File: src/design/aclm_pkg.sv
// aclm_pkg: shared types and constants for the addressed command line matcher
// no dependencies; used by addressed_command_line_matcher_core

package aclm_pkg;

    localparam int ByteW     = 8;
    localparam int WordW     = 64;
    localparam int IdLenW    = 4;
    localparam int CmdCountW = 3;
    localparam int SlotW     = 2;
    localparam int CfgIndexW = 3;

    localparam logic [ByteW-1:0] LINE_END = 8'h0A;

    // configuration register indexes
    localparam logic [CfgIndexW-1:0] CFG_DEVICE_ID_WORD   = 3'd0;
    localparam logic [CfgIndexW-1:0] CFG_DEVICE_ID_LENGTH = 3'd1;
    localparam logic [CfgIndexW-1:0] CFG_COMMAND_COUNT    = 3'd2;
    localparam logic [CfgIndexW-1:0] CFG_NAME_SLOT_0      = 3'd3;
    localparam logic [CfgIndexW-1:0] CFG_NAME_SLOT_1      = 3'd4;
    localparam logic [CfgIndexW-1:0] CFG_NAME_SLOT_2      = 3'd5;
    localparam logic [CfgIndexW-1:0] CFG_NAME_SLOT_3      = 3'd6;

    // result kinds carried on m_tuser
    localparam logic OUTCOME_MATCH = 1'b0;
    localparam logic OUTCOME_NAK   = 1'b1;

    typedef enum logic [2:0] {
        PH_IDLE = 3'b001,
        PH_ID   = 3'b010,
        PH_MSG  = 3'b100
    } phase_t;

endpackage

File: src/design/addressed_command_line_matcher_core.sv
// addressed_command_line_matcher_core: device prefix check, message gathering
// and command name lookup on a byte stream; depends on aclm_pkg
//
// result path: the input transaction is held in the input register, then the result in the result register
// throughput: one byte per cycle; input stalls only while a result waits for m_tready
// reset: synchronous, active low; phase idle, counts and message cleared,
// prefix length 1, command count 0, prefix word and names zero

module addressed_command_line_matcher_core #(
    parameter int MESSAGE_BYTES = 8,
    parameter int COMMAND_SLOTS = 4,
    parameter int ID_BYTES      = 8
) (
    input  logic                                 aclk,
    input  logic                                 aresetn,
    // input stream
    input  logic                                 s_tvalid,
    output logic                                 s_tready,
    input  logic [aclm_pkg::ByteW-1:0]           s_tdata,   // [7:0] byte_in
    // result stream
    output logic                                 m_tvalid,
    input  logic                                 m_tready,
    output logic [7:0]                           m_tdata,   // [1:0] matched_slot, [7:2] zero
    output logic                                 m_tuser,   // [0] outcome
    // configuration writes
    input  logic                                 cfg_we,
    input  logic [aclm_pkg::CfgIndexW-1:0]       cfg_index,
    input  logic [aclm_pkg::WordW-1:0]           cfg_wdata
);

    localparam int MsgW = MESSAGE_BYTES * aclm_pkg::ByteW;
    localparam int LenW = $clog2(MESSAGE_BYTES + 1);
    localparam int CntW = (ID_BYTES > 1) ? $clog2(ID_BYTES) : 1;

    // configuration
    logic [aclm_pkg::WordW-1:0]     dev_id_reg;
    logic [aclm_pkg::IdLenW-1:0]    dev_len_reg;
    logic [aclm_pkg::CmdCountW-1:0] cmd_count_reg;
    logic [aclm_pkg::WordW-1:0]     name_slot_reg [COMMAND_SLOTS];

    // input register
    logic                       in_valid_reg;
    logic [aclm_pkg::ByteW-1:0] in_byte_reg;

    // parse state
    aclm_pkg::phase_t phase_reg, phase_next;
    logic [CntW-1:0]  id_cnt_reg, id_cnt_next;
    logic [MsgW-1:0]  msg_reg, msg_next;
    logic [LenW-1:0]  msg_len_reg, msg_len_next;

    // result register
    logic                      m_valid_reg, m_valid_next;
    logic                      m_outcome_reg, m_outcome_next;
    logic [aclm_pkg::SlotW-1:0] m_slot_reg, m_slot_next;

    logic                          advance;
    logic                          step;
    logic [CntW-1:0]               cur_cnt;
    logic [aclm_pkg::ByteW-1:0]    id_byte;
    logic [aclm_pkg::IdLenW-1:0]   prefix_len;
    logic [aclm_pkg::IdLenW-1:0]   cnt_plus;
    logic [aclm_pkg::CmdCountW-1:0] used_slots;
    logic                          hit;
    logic [aclm_pkg::SlotW-1:0]    hit_slot;
    logic                          result_load;

    assign advance  = !m_valid_reg || m_tready;
    assign s_tready = !in_valid_reg || advance;
    assign step     = in_valid_reg && advance;

    assign m_tvalid = m_valid_reg;
    assign m_tuser  = m_outcome_reg;
    assign m_tdata  = {{(8 - aclm_pkg::SlotW){1'b0}}, m_slot_reg};

    // configuration writes
    always_ff @(posedge aclk) begin
        if (!aresetn) begin
            dev_id_reg    <= '0;
            dev_len_reg   <= aclm_pkg::IdLenW'(1);
            cmd_count_reg <= '0;
            for (int k = 0; k < COMMAND_SLOTS; k++) begin
                name_slot_reg[k] <= '0;
            end
        end else if (cfg_we) begin
            unique case (cfg_index)
                aclm_pkg::CFG_DEVICE_ID_WORD: begin
                    dev_id_reg <= cfg_wdata;
                end
                aclm_pkg::CFG_DEVICE_ID_LENGTH: begin
                    dev_len_reg <= cfg_wdata[aclm_pkg::IdLenW-1:0];
                end
                aclm_pkg::CFG_COMMAND_COUNT: begin
                    cmd_count_reg <= cfg_wdata[aclm_pkg::CmdCountW-1:0];
                end
                aclm_pkg::CFG_NAME_SLOT_0, aclm_pkg::CFG_NAME_SLOT_1,
                aclm_pkg::CFG_NAME_SLOT_2, aclm_pkg::CFG_NAME_SLOT_3: begin
                    for (int k = 0; k < COMMAND_SLOTS; k++) begin
                        if (cfg_index == aclm_pkg::CFG_NAME_SLOT_0 + aclm_pkg::CfgIndexW'(k)) begin
                            name_slot_reg[k] <= cfg_wdata;
                        end
                    end
                end
                default: begin
                end
            endcase
        end
    end

    // input register
    always_ff @(posedge aclk) begin
        if (!aresetn) begin
            in_valid_reg <= 1'b0;
        end else if (s_tready) begin
            in_valid_reg <= s_tvalid;
        end
    end

    always_ff @(posedge aclk) begin
        if (s_tready && s_tvalid) begin
            in_byte_reg <= s_tdata;
        end
    end

    // prefix byte and effective limits
    always_comb begin
        cur_cnt = (phase_reg == aclm_pkg::PH_ID) ? id_cnt_reg : '0;
        id_byte = dev_id_reg[{3'(cur_cnt), 3'b000} +: aclm_pkg::ByteW];
        cnt_plus = aclm_pkg::IdLenW'(cur_cnt) + aclm_pkg::IdLenW'(1);
        if (dev_len_reg == '0) begin
            prefix_len = aclm_pkg::IdLenW'(1);
        end else if (dev_len_reg > aclm_pkg::IdLenW'(ID_BYTES)) begin
            prefix_len = aclm_pkg::IdLenW'(ID_BYTES);
        end else begin
            prefix_len = dev_len_reg;
        end
        if (cmd_count_reg > aclm_pkg::CmdCountW'(COMMAND_SLOTS)) begin
            used_slots = aclm_pkg::CmdCountW'(COMMAND_SLOTS);
        end else begin
            used_slots = cmd_count_reg;
        end
    end

    // lowest matching slot wins
    always_comb begin
        hit      = 1'b0;
        hit_slot = '0;
        for (int k = COMMAND_SLOTS - 1; k >= 0; k--) begin
            if (aclm_pkg::CmdCountW'(k) < used_slots
                && name_slot_reg[k] == aclm_pkg::WordW'(msg_reg)) begin
                hit      = 1'b1;
                hit_slot = aclm_pkg::SlotW'(k);
            end
        end
    end

    // parse step
    always_comb begin
        phase_next     = phase_reg;
        id_cnt_next    = id_cnt_reg;
        msg_next       = msg_reg;
        msg_len_next   = msg_len_reg;
        result_load    = 1'b0;
        m_outcome_next = m_outcome_reg;
        m_slot_next    = m_slot_reg;
        if (step) begin
            unique case (phase_reg)
                aclm_pkg::PH_MSG: begin
                    if (in_byte_reg == aclm_pkg::LINE_END) begin
                        result_load    = 1'b1;
                        m_outcome_next = hit ? aclm_pkg::OUTCOME_MATCH : aclm_pkg::OUTCOME_NAK;
                        m_slot_next    = hit_slot;
                        phase_next     = aclm_pkg::PH_IDLE;
                        id_cnt_next    = '0;
                        msg_next       = '0;
                        msg_len_next   = '0;
                    end else if (msg_len_reg < LenW'(MESSAGE_BYTES)) begin
                        for (int i = 0; i < MESSAGE_BYTES; i++) begin
                            if (msg_len_reg == LenW'(i)) begin
                                msg_next[i*aclm_pkg::ByteW +: aclm_pkg::ByteW] = in_byte_reg;
                            end
                        end
                        msg_len_next = msg_len_reg + LenW'(1);
                    end else begin
                        phase_next   = aclm_pkg::PH_IDLE;
                        id_cnt_next  = '0;
                        msg_next     = '0;
                        msg_len_next = '0;
                    end
                end
                default: begin
                    msg_next     = '0;
                    msg_len_next = '0;
                    if (in_byte_reg != id_byte) begin
                        phase_next  = aclm_pkg::PH_IDLE;
                        id_cnt_next = '0;
                    end else if (cnt_plus >= prefix_len) begin
                        phase_next  = aclm_pkg::PH_MSG;
                        id_cnt_next = '0;
                    end else begin
                        phase_next  = aclm_pkg::PH_ID;
                        id_cnt_next = CntW'(cnt_plus);
                    end
                end
            endcase
        end
        if (advance) begin
            m_valid_next = result_load;
        end else begin
            m_valid_next = m_valid_reg;
        end
    end

    always_ff @(posedge aclk) begin
        if (!aresetn) begin
            phase_reg   <= aclm_pkg::PH_IDLE;
            id_cnt_reg  <= '0;
            msg_reg     <= '0;
            msg_len_reg <= '0;
            m_valid_reg <= 1'b0;
        end else begin
            phase_reg   <= phase_next;
            id_cnt_reg  <= id_cnt_next;
            msg_reg     <= msg_next;
            msg_len_reg <= msg_len_next;
            m_valid_reg <= m_valid_next;
        end
    end

    always_ff @(posedge aclk) begin
        if (result_load) begin
            m_outcome_reg <= m_outcome_next;
            m_slot_reg    <= m_slot_next;
        end
    end

    // checks
    a_result_from_msg: assert property (@(posedge aclk) disable iff (!aresetn)
        result_load |-> phase_reg == aclm_pkg::PH_MSG)
        else $error("result raised outside message phase");

    a_msg_len_bound: assert property (@(posedge aclk) disable iff (!aresetn)
        msg_len_reg <= LenW'(MESSAGE_BYTES))
        else $error("message length beyond buffer");

    a_msg_clear: assert property (@(posedge aclk) disable iff (!aresetn)
        phase_reg != aclm_pkg::PH_MSG |-> msg_len_reg == '0 && msg_reg == '0)
        else $error("message held outside message phase");

    a_id_cnt_bound: assert property (@(posedge aclk) disable iff (!aresetn)
        phase_reg == aclm_pkg::PH_ID
            |-> id_cnt_reg != '0
                && aclm_pkg::IdLenW'(id_cnt_reg) < aclm_pkg::IdLenW'(ID_BYTES))
        else $error("prefix count out of range");

    a_nak_slot: assert property (@(posedge aclk) disable iff (!aresetn)
        m_valid_reg && m_outcome_reg == aclm_pkg::OUTCOME_NAK |-> m_slot_reg == '0)
        else $error("nak with non-zero slot");

endmodule

File: config.mk
export PLATFORM = sky130hd
export DESIGN_NAME = addressed_command_line_matcher_core
export DESIGN_NICKNAME = d
export VERILOG_FILES = /design/src/design/aclm_pkg.sv /design/src/design/addressed_command_line_matcher_core.sv
export SDC_FILE = /design/constraint.sdc
export NUM_CORES = 1
export LEC_CHECK = 0
export BUFFER_PORTS_ARGS = -buffer_cell sky130_fd_sc_hd__buf_2
export CAP_MARGIN = 20
export CORE_UTILIZATION = 45
export CTS_BUF_LIST = sky130_fd_sc_hd__clkbuf_4
export DETAILED_ROUTE_END_ITERATION = 8
export PLACE_DENSITY = 0.73
export SLEW_MARGIN = 20
export SYNTH_ARGS = -nofsm -noshare
export SYNTH_HDL_FRONTEND = slang
export SYNTH_SLANG_ARGS = --single-unit
File: constraint.sdc
create_clock -name aclk -period 6.81 [get_ports aclk]
set_input_delay 1.0215 -clock aclk [delete_from_list [all_inputs] [get_ports aclk]]
set_output_delay 1.0215 -clock aclk [all_outputs]
set_load 0.03 [all_outputs]
==> out/metrics.csv, run 1 <==
metric,value,unit
outcome,"finished, final reports clean",
Post-DP HPWL,43560,microns
"Reg clk slew, reported paths",0.07,ns
nets@finish,1969,
post-synthesis cell type count,70,
max reg flops,256,
Initial DRC Count,1799,
CP arrival,3.62,ns
Starting Density,45.78,%
Post-Synthesis Cells,1823,
Multi-input gate area,7651,sq um
setup tns final,0,ns
combinational family with the most area after synthesis,simple AND/OR/NAND/NOR gates,
Via Count,14540,
GPL Wtd Cong,0.9689,
P_leak,7.927,nW
Post-CTS Setup Repair Bufs,0,
Worst Reg2Reg Path Length in Cells,7,
XOR/XNOR Fraction of Synth Area,9.899,%
post-cts sizing count,0,
DR pass1 iterations,7,
total gr overflow,0,
flip-flop and latch area,10960,sq um
root buf cell,clkbuf_4,
Crit Path Category,reg2reg,
startpoint of the worst hold path,s_tdata[1],
worst setup path start,msg_reg[2],
worst min path class,in2reg,
share of cells above drive strength 1,15.03,%
CP top delay family,simple AND/OR/NAND/NOR gates,
RSZ-0062 raised after global routing,no,
WP buf/inv,0,
fmax,319.0,MHz
Yosys reg bits,414,
Routed WL per cell,25.46,microns
Critical R2R Launch,msg_reg[2],
Syn Area/Cell,10.58,sq um
Final Util,50.81,%
Yosys warning count,0,
"EDFF count, synth",267,
Startpoint Class,register,
fillers,3763,
endpoints failing setup,0,
Top Ports,91,
met2 usage,46.05,%
Required @ worst endpoint,7.29,ns
Final period util,46.04,%
Die X,209.0,microns
mux share of post-synthesis cell area,1.207,%
most frequent cells in the layout,"edfxtp_1, and2_1, nand2_1",
first-pass GRT wire length,91900,microns
CTS Sinks,414,
vias per cell,5.786,
GRT busiest layer,met2,
Core Box Area,42130,sq um
Placed Area,19980,sq um
cells along the critical path,xor2_1 -> nor4_1 -> nand4_1 -> nor4_1 -> nand4_1 -> nand2_1 -> nor3b_1,
max-slew violations,0,
Area Overhead vs Synth,11.00,%
row count,75,
Worst path slowest cell,nor4_1,
met3 global-route usage,6.312,%
Synth Area in Adders,0.5190,%
Slew headroom,22.06,%
Critical Path Fanout Max,5,
ys flop type,edfxtp_1,
ANT nets after route,0,
die area,43690,sq um
ys async rst share,0,%
maximum vdd drop,0.1589,mV
TritonCTS Buffers,104,
Max H-tree Level,3,
Setup crit end kind,register,
Post-Synth Simple-Gate Area,19.75,%
Least-Margin Pin Slew,1.160,ns
post-synthesis sequential area ratio,56.83,%
IO Port Bufs,84,
max-cap check violation count,0,
initial antenna violation count,5,
DRC errors left,0,
WHS Path Cells,1,
height of the die,209.0,microns
Crit path largest cell delay,0.79,ns
Total Wirelength,63940,microns
Max Root-Sink Buffers,3,
CTS tree,done,
CTS Hold Buffers Added,0,
Total Routing Usage GR,29.21,%
worst-skew pair later-pin latency,0.80,ns
clock skew,0.03563,ns
fin area,21410,sq um
GR Util met1,37.19,%
"commonest non-fill, non-tap cell in the layout",edfxtp_1,
Post-Syn Area,19290,sq um
Synth Area in Compound Gates,7.765,%
PwrDens,253.5,nW/um^2
Final Hold Viols,0,
pin count of the biggest net entering global routing,94,
minimum clock period,3.135,ns
WP depth,7,
vias in the first global route,13980,
==> cells by family after synthesis <==
logic type	after synthesis
flip-flops	414
multiplexers	23
buffers and inverters	197
adder cells (fa/ha/maj)	8
AO/OA/AOI/OAI	232
AND/OR/NAND/NOR	730
XOR/XNOR	218
other	1
==> where the power goes <==
| part | internal, mW | switching, mW | leakage [nW] |
|---|---|---|---|
| combinational | 0.0962 | 0.247 | 3.31 |
| sequential | 2.79 | 0.0608 | 3.76 |
| clock | 1.19 | 1.04 | 0.854 |
==> cells in the mapped netlist, drive strengths merged, types with 10 or more instances <==
master | count | area, sq um
nor2b | 14 | 87.58
nor3 | 11 | 55.05
nand4 | 29 | 196.4
a31oi | 48 | 300.3
o21ai | 10 | 50.04
dfxtp | 147 | 2943
edfxtp | 267 | 8018
o22ai | 13 | 81.33
xnor2 | 74 | 648.1
nand2 | 178 | 668.1
inv | 46 | 172.7
mux2i | 21 | 210.2
clkbuf | 131 | 491.7
and2 | 263 | 1645
nor2 | 123 | 464.2
xor2 | 144 | 1261
a21oi | 97 | 489.2
nand3 | 34 | 170.2
nor4 | 43 | 269.0
nand2b | 13 | 81.33
buf | 19 | 106.4
==> layer usage <==
layer	routed length, microns	up-vias
met1	23930	7081
li1	-	6440
met3	7084	178
met4	3693	0
met5	0	-
met2	29230	836
==> final timing paths <==
path / slack, ns / endpoint
worst max-delay path: 3.67 / m_tuser
worst min-delay path: 0.41 / in_byte_reg[1]
worst max register to register: 3.67 / m_tuser
worst min register to register: 0.45 / dev_id_reg[9]
==> per-stage QoR <==
stage / hold WS (ns) / power [mW] / instances / setup WS [ns]
2_1_floorplan: 0.4318 / 3.068 / 1828 / 0.4047
3_3_place_gp: 0.4408 / 3.229 / 2314 / 3.640
3_5_place_dp: 0.4472 / 3.239 / 2314 / 3.635
4_1_cts: 0.3488 / 5.432 / 2508 / 3.847
5_1_grt: 0.3769 / 5.583 / 2510 / 3.644
6_report: 0.4083 / 5.427 / 2512 / 3.675
==> final cells by class <==
type                            instances  area share [%]
Tap cell                              539           3.150
Sequential cell                       414           51.20
Clock inverter                         26          0.7247
Antenna cell                            4         0.04675
Inverter                               47          0.8357
Multi-Input combinational cell       1217           35.74
Clock buffer                          168           5.891
Timing Repair Buffer                   97           2.419
(Power assumes the default switching activity.)
==> run 2: changes to the inputs <==
--- a/config.mk
+++ b/config.mk
@@ -10,7 +10,7 @@
 export CORE_UTILIZATION = 45
 export CTS_BUF_LIST = sky130_fd_sc_hd__clkbuf_4
 export DETAILED_ROUTE_END_ITERATION = 8
-export PLACE_DENSITY = 0.73
+export PLACE_DENSITY = 0.7
 export SLEW_MARGIN = 20
 export SYNTH_ARGS = -nofsm -noshare
 export SYNTH_HDL_FRONTEND = slang
==> constraint.sdc (replaced) <==
create_clock -name aclk -period 2.94 [get_ports aclk]
set_input_delay 0.441 -clock aclk [delete_from_list [all_inputs] [get_ports aclk]]
set_output_delay 0.441 -clock aclk [all_outputs]
set_load 0.03 [all_outputs]
==> out/metrics.csv, run 2 (synthesized netlist as in run 1, its figures left out) <==
metric,value,unit,change
Final Hold Viols,0,,unchanged
Worst Reg2Reg Path Length in Cells,7,,unchanged
Post-DP HPWL,46860,microns,+7.6%
Placed Cells,2349,,+1.5%
Critical Path Fanout Max,6,,+1
CTS tree,done,,
worst-skew pair later-pin latency,0.81,ns,about the same
Placed Area,20430,sq um,+2.3%
Die X,209.0,microns,unchanged
cells along the critical path,xnor2_1 -> nand4_1 -> nor4_1 -> nand3_1 -> nor4_1 -> inv_1 -> a21oi_1,,
worst setup path start,msg_reg[11],,
Required @ worst endpoint,3.58,ns,-3.71 ns
CP top delay family,simple AND/OR/NAND/NOR gates,,
first-pass GRT wire length,97810,microns,+6.4%
CTS Sinks,414,,unchanged
clock skew,0.05150,ns,+0.01587 ns
Crit path top cell by count,nor4_1,,
ANT nets after route,0,,unchanged
initial antenna violation count,3,,-2
Total Routing Usage GR,31.28,%,+2.1 points
vias per cell,5.803,,+0.29%
Via Count,15210,,+4.6%
final worst setup slack,0.1487,ns,-3.526 ns
fillers,3603,,-4.3%
reg2reg setup slack,0.15,ns,-3.53 ns
RSZ-0062 raised after global routing,no,,
fmax,358.3,MHz,+12%
max-cap check violation count,0,,unchanged
"commonest non-fill, non-tap cell in the layout",edfxtp_1,,
height of the die,209.0,microns,unchanged
Crit Path Category,reg2reg,,
worst min path class,in2reg,,
post-place setup slack,0.2912,ns,-3.344 ns
max reg flops,256,,unchanged
Overall Power,13.05,mW,+140%
endpoints failing setup,0,,unchanged
Routed WL per cell,26.16,microns,+2.8%
nets@finish,2076,,+5.4%
Starting Density,45.78,%,unchanged
maximum vdd drop,0.3713,mV,+130%
P_leak,8.508,nW,+7.3%
Startpoint Class,register,,
Critical R2R Launch,msg_reg[11],,
Least-Margin Pin Slew,0.9422,ns,-0.2180 ns
pin count of the biggest net entering global routing,141,,+50%
IO Port Bufs,84,,unchanged
outcome,"finished, final reports clean",,
Final period util,94.94,%,+49 points
CP arrival,3.43,ns,-0.19 ns
startpoint of the worst hold path,cfg_wdata[44],,
Hold EP,name_slot_reg[1][44],,
Total Wirelength,68560,microns,+7.2%
Setup crit end kind,register,,
WP buf/inv,1,,+1
PwrDens,575.9,nW/um^2,+130%
die area,43690,sq um,unchanged
Max H-tree Level,3,,unchanged
setup tns final,0,ns,unchanged
Top Ports,91,,unchanged
GPL Wtd Cong,1.056,,+8.9%
share of cells above drive strength 1,16.58,%,+1.5 points
most frequent cells in the layout,"edfxtp_1, and2_1, clkbuf_4",,
TritonCTS Buffers,107,,+2.9%
"non-filler cells, final",2621,,+4.3%
CTS Hold Buffers Added,69,,+69
Final Util,53.77,%,+3.0 points
post-cts sizing count,0,,unchanged
DR pass1 iterations,6,,-1
Initial DRC Count,1928,,+7.2%
worst r2r dst,m_slot_reg[1],,
Post-CTS Setup Repair Bufs,0,,unchanged
Core Box Area,42130,sq um,unchanged
"Reg clk slew, reported paths",0.06,ns,about the same
WHS Path Cells,2,,+1
total gr overflow,0,,unchanged
Crit path largest cell delay,0.61,ns,-0.18 ns
root buf cell,clkbuf_4,,
Area Overhead vs Synth,17.47,%,
max-slew violations,0,,unchanged
vias in the first global route,14600,,+4.4%
minimum clock period,2.791,ns,-0.3439 ns
Max Root-Sink Buffers,3,,unchanged
Hold Slack,0.04475,ns,-0.3636 ns
DRC errors left,0,,unchanged
Worst path slowest cell,dfxtp_1,,
fin area,22660,sq um,+5.8%
row count,75,,unchanged
Slew headroom,37.03,%,+15 points
[run 2: cell count changes in the layout (fill, tap and decap cells not counted), moves of 3 or more]
cell / change
diode_2: -3
clkinv_2: -3
dlygate4sd3_1: +69
clkinv_1: -6
buf_12: +15
clkbuf_4: +14
buf_4: +20
[run 2: worst max-delay path by stage]
stage	endpoint	slack [ns]	depth (start not counted)
after global routing	m_slot_reg[1]	0.03	7
after detailed placement	m_slot_reg[0]	0.29	7
after global placement	m_slot_reg[0]	0.30	7
after floorplan	name_slot_reg[2][0]	0.20	2
final	m_slot_reg[1]	0.15	7
after CTS	m_slot_reg[0]	0.27	7
[run 2: layout make-up]
cell class              count  area (sq um)  share of cell area (%)
clock buffers             182          1366                   6.030
well taps                 539         674.4                   2.977
flip-flops and latches    414         10960                   48.38
diodes                      1         2.502                 0.01104
inverters                  47         178.9                  0.7897
repair buffers            201          1659                   7.323
clock inverters            20         163.9                  0.7234
multi-input cells        1217          7651                   33.77
[run 2: worst register-to-register path, stage by stage (launching register included)]
cell and delay (ns):
dfxtp_1 0.61, xnor2_1 0.21, nand4_1 0.18, nor4_1 0.53, nand3_1 0.23, nor4_1 0.60, inv_1 0.09, a21oi_1 0.17
[run 2: routing by layer]
metal  GRT usage (%)  vias up  part of all wire, %
met5               0        -                    0
met1           40.48     7351                   38
met3           6.628      182                   11
li1                -     6641                    -
met4           16.81        0                  5.5
met2           49.17     1036                   45
[run 2: report_power, final]
group / internal (mW) / switching, mW
clock: 3.03 / 2.47
sequential: 6.46 / 0.150
combinational: 0.320 / 0.618
total: 9.81 / 3.24
==> run 3: changes to the inputs <==
==> constraint.sdc (replaced) <==
create_clock -name aclk -period 3.3 [get_ports aclk]
set_input_delay 0.495 -clock aclk [delete_from_list [all_inputs] [get_ports aclk]]
set_output_delay 0.495 -clock aclk [all_outputs]
set_load 0.03 [all_outputs]
==> out/metrics.csv, run 3 (synthesized netlist as in run 1, its figures left out) <==
metric,value,unit,change
Internal,8.444,mW,-14%
maximum vdd drop,0.2901,mV,-22%
RSZ-0062 raised after global routing,no,,
vias in the first global route,14670,,+0.45%
final worst setup slack,0.6509,ns,+0.5022 ns
Seq pwr share,51.9,%,+1.3 points
most frequent cells in the layout,"edfxtp_1, and2_1, nand2_1",,
Critical Path Fanout Max,11,,+5
Routed WL per cell,26.16,microns,about the same
Crit Path Category,reg2reg,,
total gr overflow,0,,unchanged
Final Util,52.83,%,-0.94 points
Multi-input gate area,7651,sq um,unchanged
height of the die,209.0,microns,unchanged
Max H-tree Level,3,,unchanged
Setup crit end kind,register,,
Crit path top cell by count,ha_1,,
combinational fraction of design power,7.1,%,about the same
Total Routing Usage GR,31.15,%,-0.13 points
ANT nets after route,0,,unchanged
TritonCTS Buffers,107,,unchanged
flip-flop and latch area,10960,sq um,unchanged
DR pass1 iterations,6,,unchanged
Final Hold Viols,0,,unchanged
vias per cell,5.760,,-0.74%
initial antenna violation count,5,,+2
row count,75,,unchanged
Post-CTS Setup Repair Bufs,0,,unchanged
Post-DP HPWL,45930,microns,-2.0%
root buf cell,clkbuf_4,,
Required @ worst endpoint,4.03,ns,+0.45 ns
P_leak,8.289,nW,-2.6%
CTS Hold Buffers Added,59,,-14%
setup tns final,0,ns,unchanged
endpoints failing setup,0,,unchanged
Crit path largest cell delay,0.58,ns,-0.03 ns
post-place setup slack,0.7229,ns,+0.4317 ns
first-pass GRT wire length,97720,microns,about the same
Hold Slack,0.04250,ns,-0.002255 ns
Via Count,14930,,-1.8%
Die X,209.0,microns,unchanged
Overall Power,11.34,mW,-13%
Total Wirelength,67800,microns,-1.1%
DRC errors left,0,,unchanged
worst min path class,in2reg,,
max-cap check violation count,0,,unchanged
max reg flops,256,,unchanged
clock skew,0.07582,ns,+0.02432 ns
Worst path slowest cell,dfxtp_1,,
Starting Density,45.78,%,unchanged
die area,43690,sq um,unchanged
post-cts sizing count,0,,unchanged
Clk pwr share,41.0,%,-1.2 points
"commonest non-fill, non-tap cell in the layout",edfxtp_1,,
CTS Sinks,414,,unchanged
CP arrival,3.38,ns,-0.05 ns
IO Port Bufs,84,,unchanged
"Reg clk slew, reported paths",0.08,ns,+0.02 ns
switching share of power,25.54,%,+0.74 points
Final period util,80.28,%,-15 points
WP buf/inv,2,,+1
CTS tree,done,,
fillers,3653,,+1.4%
Least-Margin Pin Slew,0.9513,ns,+0.009035 ns
outcome,"finished, final reports clean",,
Core Box Area,42130,sq um,unchanged
worst-skew pair later-pin latency,0.85,ns,+0.04 ns
fmax,377.5,MHz,+5.4%
Startpoint Class,register,,
GPL Wtd Cong,1.084,,+2.7%
max-slew violations,0,,unchanged
nets@finish,2044,,-1.5%
Top Ports,91,,unchanged
Initial DRC Count,1627,,-16%
cells along the critical path,nand4bb_1 -> inv_2 -> ha_1 -> xor2_1 -> inv_1 -> ha_1 -> o21ai_1 -> nand2b_1 -> a21o_1 -> o31ai_2,,
Slew headroom,36.43,%,-0.60 points
share of cells above drive strength 1,15.23,%,-1.4 points
Max Root-Sink Buffers,3,,unchanged
pin count of the biggest net entering global routing,113,,-20%
Area Overhead vs Synth,15.42,%,
CP top delay family,flip-flops,,
net switching component of the power,2.896,mW,-11%
minimum clock period,2.649,ns,-0.1422 ns
PwrDens,509.4,nW/um^2,-12%
run 3: cell count changes in the layout (fill, tap and decap cells not counted), sizes merged:
cell         before  now
clkbuf          182  171
dlygate4sd3      69   59
buf             132  110
clkinv           14   27
bufinv            3    1
diode             1    4
run 3: per-layer routing:
layer	share of wire, %	track usage [%]
met1	38	39.30
met5	0	0
met4	6.6	20.51
met3	10	6.613
met2	45	48.43
run 3: power by group through the flow:
stage / clock, mW / combinational (mW) / sequential, mW
6_report: 4.65 / 0.803 / 5.89
3_5_place_dp: 0 / 0.730 / 6.00
4_1_cts: 4.68 / 0.786 / 5.89
2_1_floorplan: 0 / 0.360 / 5.96
3_3_place_gp: 0 / 0.726 / 5.99
5_1_grt: 4.92 / 0.830 / 5.91
run 3: worst paths after layout:
check / start / end / slack [ns] / depth (start not counted)
worst max-delay path: id_cnt_reg[1] / id_cnt_reg[0] / 0.65 / 10
worst min register to register: dev_id_reg[50] / dev_id_reg[50] / 0.46 / 2
worst min-delay path: cfg_wdata[44] / name_slot_reg[0][44] / 0.04 / 2
worst max register to register: id_cnt_reg[1] / id_cnt_reg[0] / 0.65 / 10
run 3: cell type report:
class / count / share of cell area (%)
multi-input combinational: 1217 / 34.37
clock inverter: 31 / 0.7138
tap: 539 / 3.029
sequential: 414 / 49.24
inverter: 47 / 0.8037
antenna: 4 / 0.04496
clock buffer: 171 / 5.767
timing repair buffer: 169 / 6.036
run 3: stage by stage:
stage / std cells / area, sq um
global route: 2589 / 22250
finish: 2592 / 22260
CTS: 2588 / 22250
global placement: 2327 / 20220
detailed placement: 2327 / 20220
floorplan: 1828 / 19330
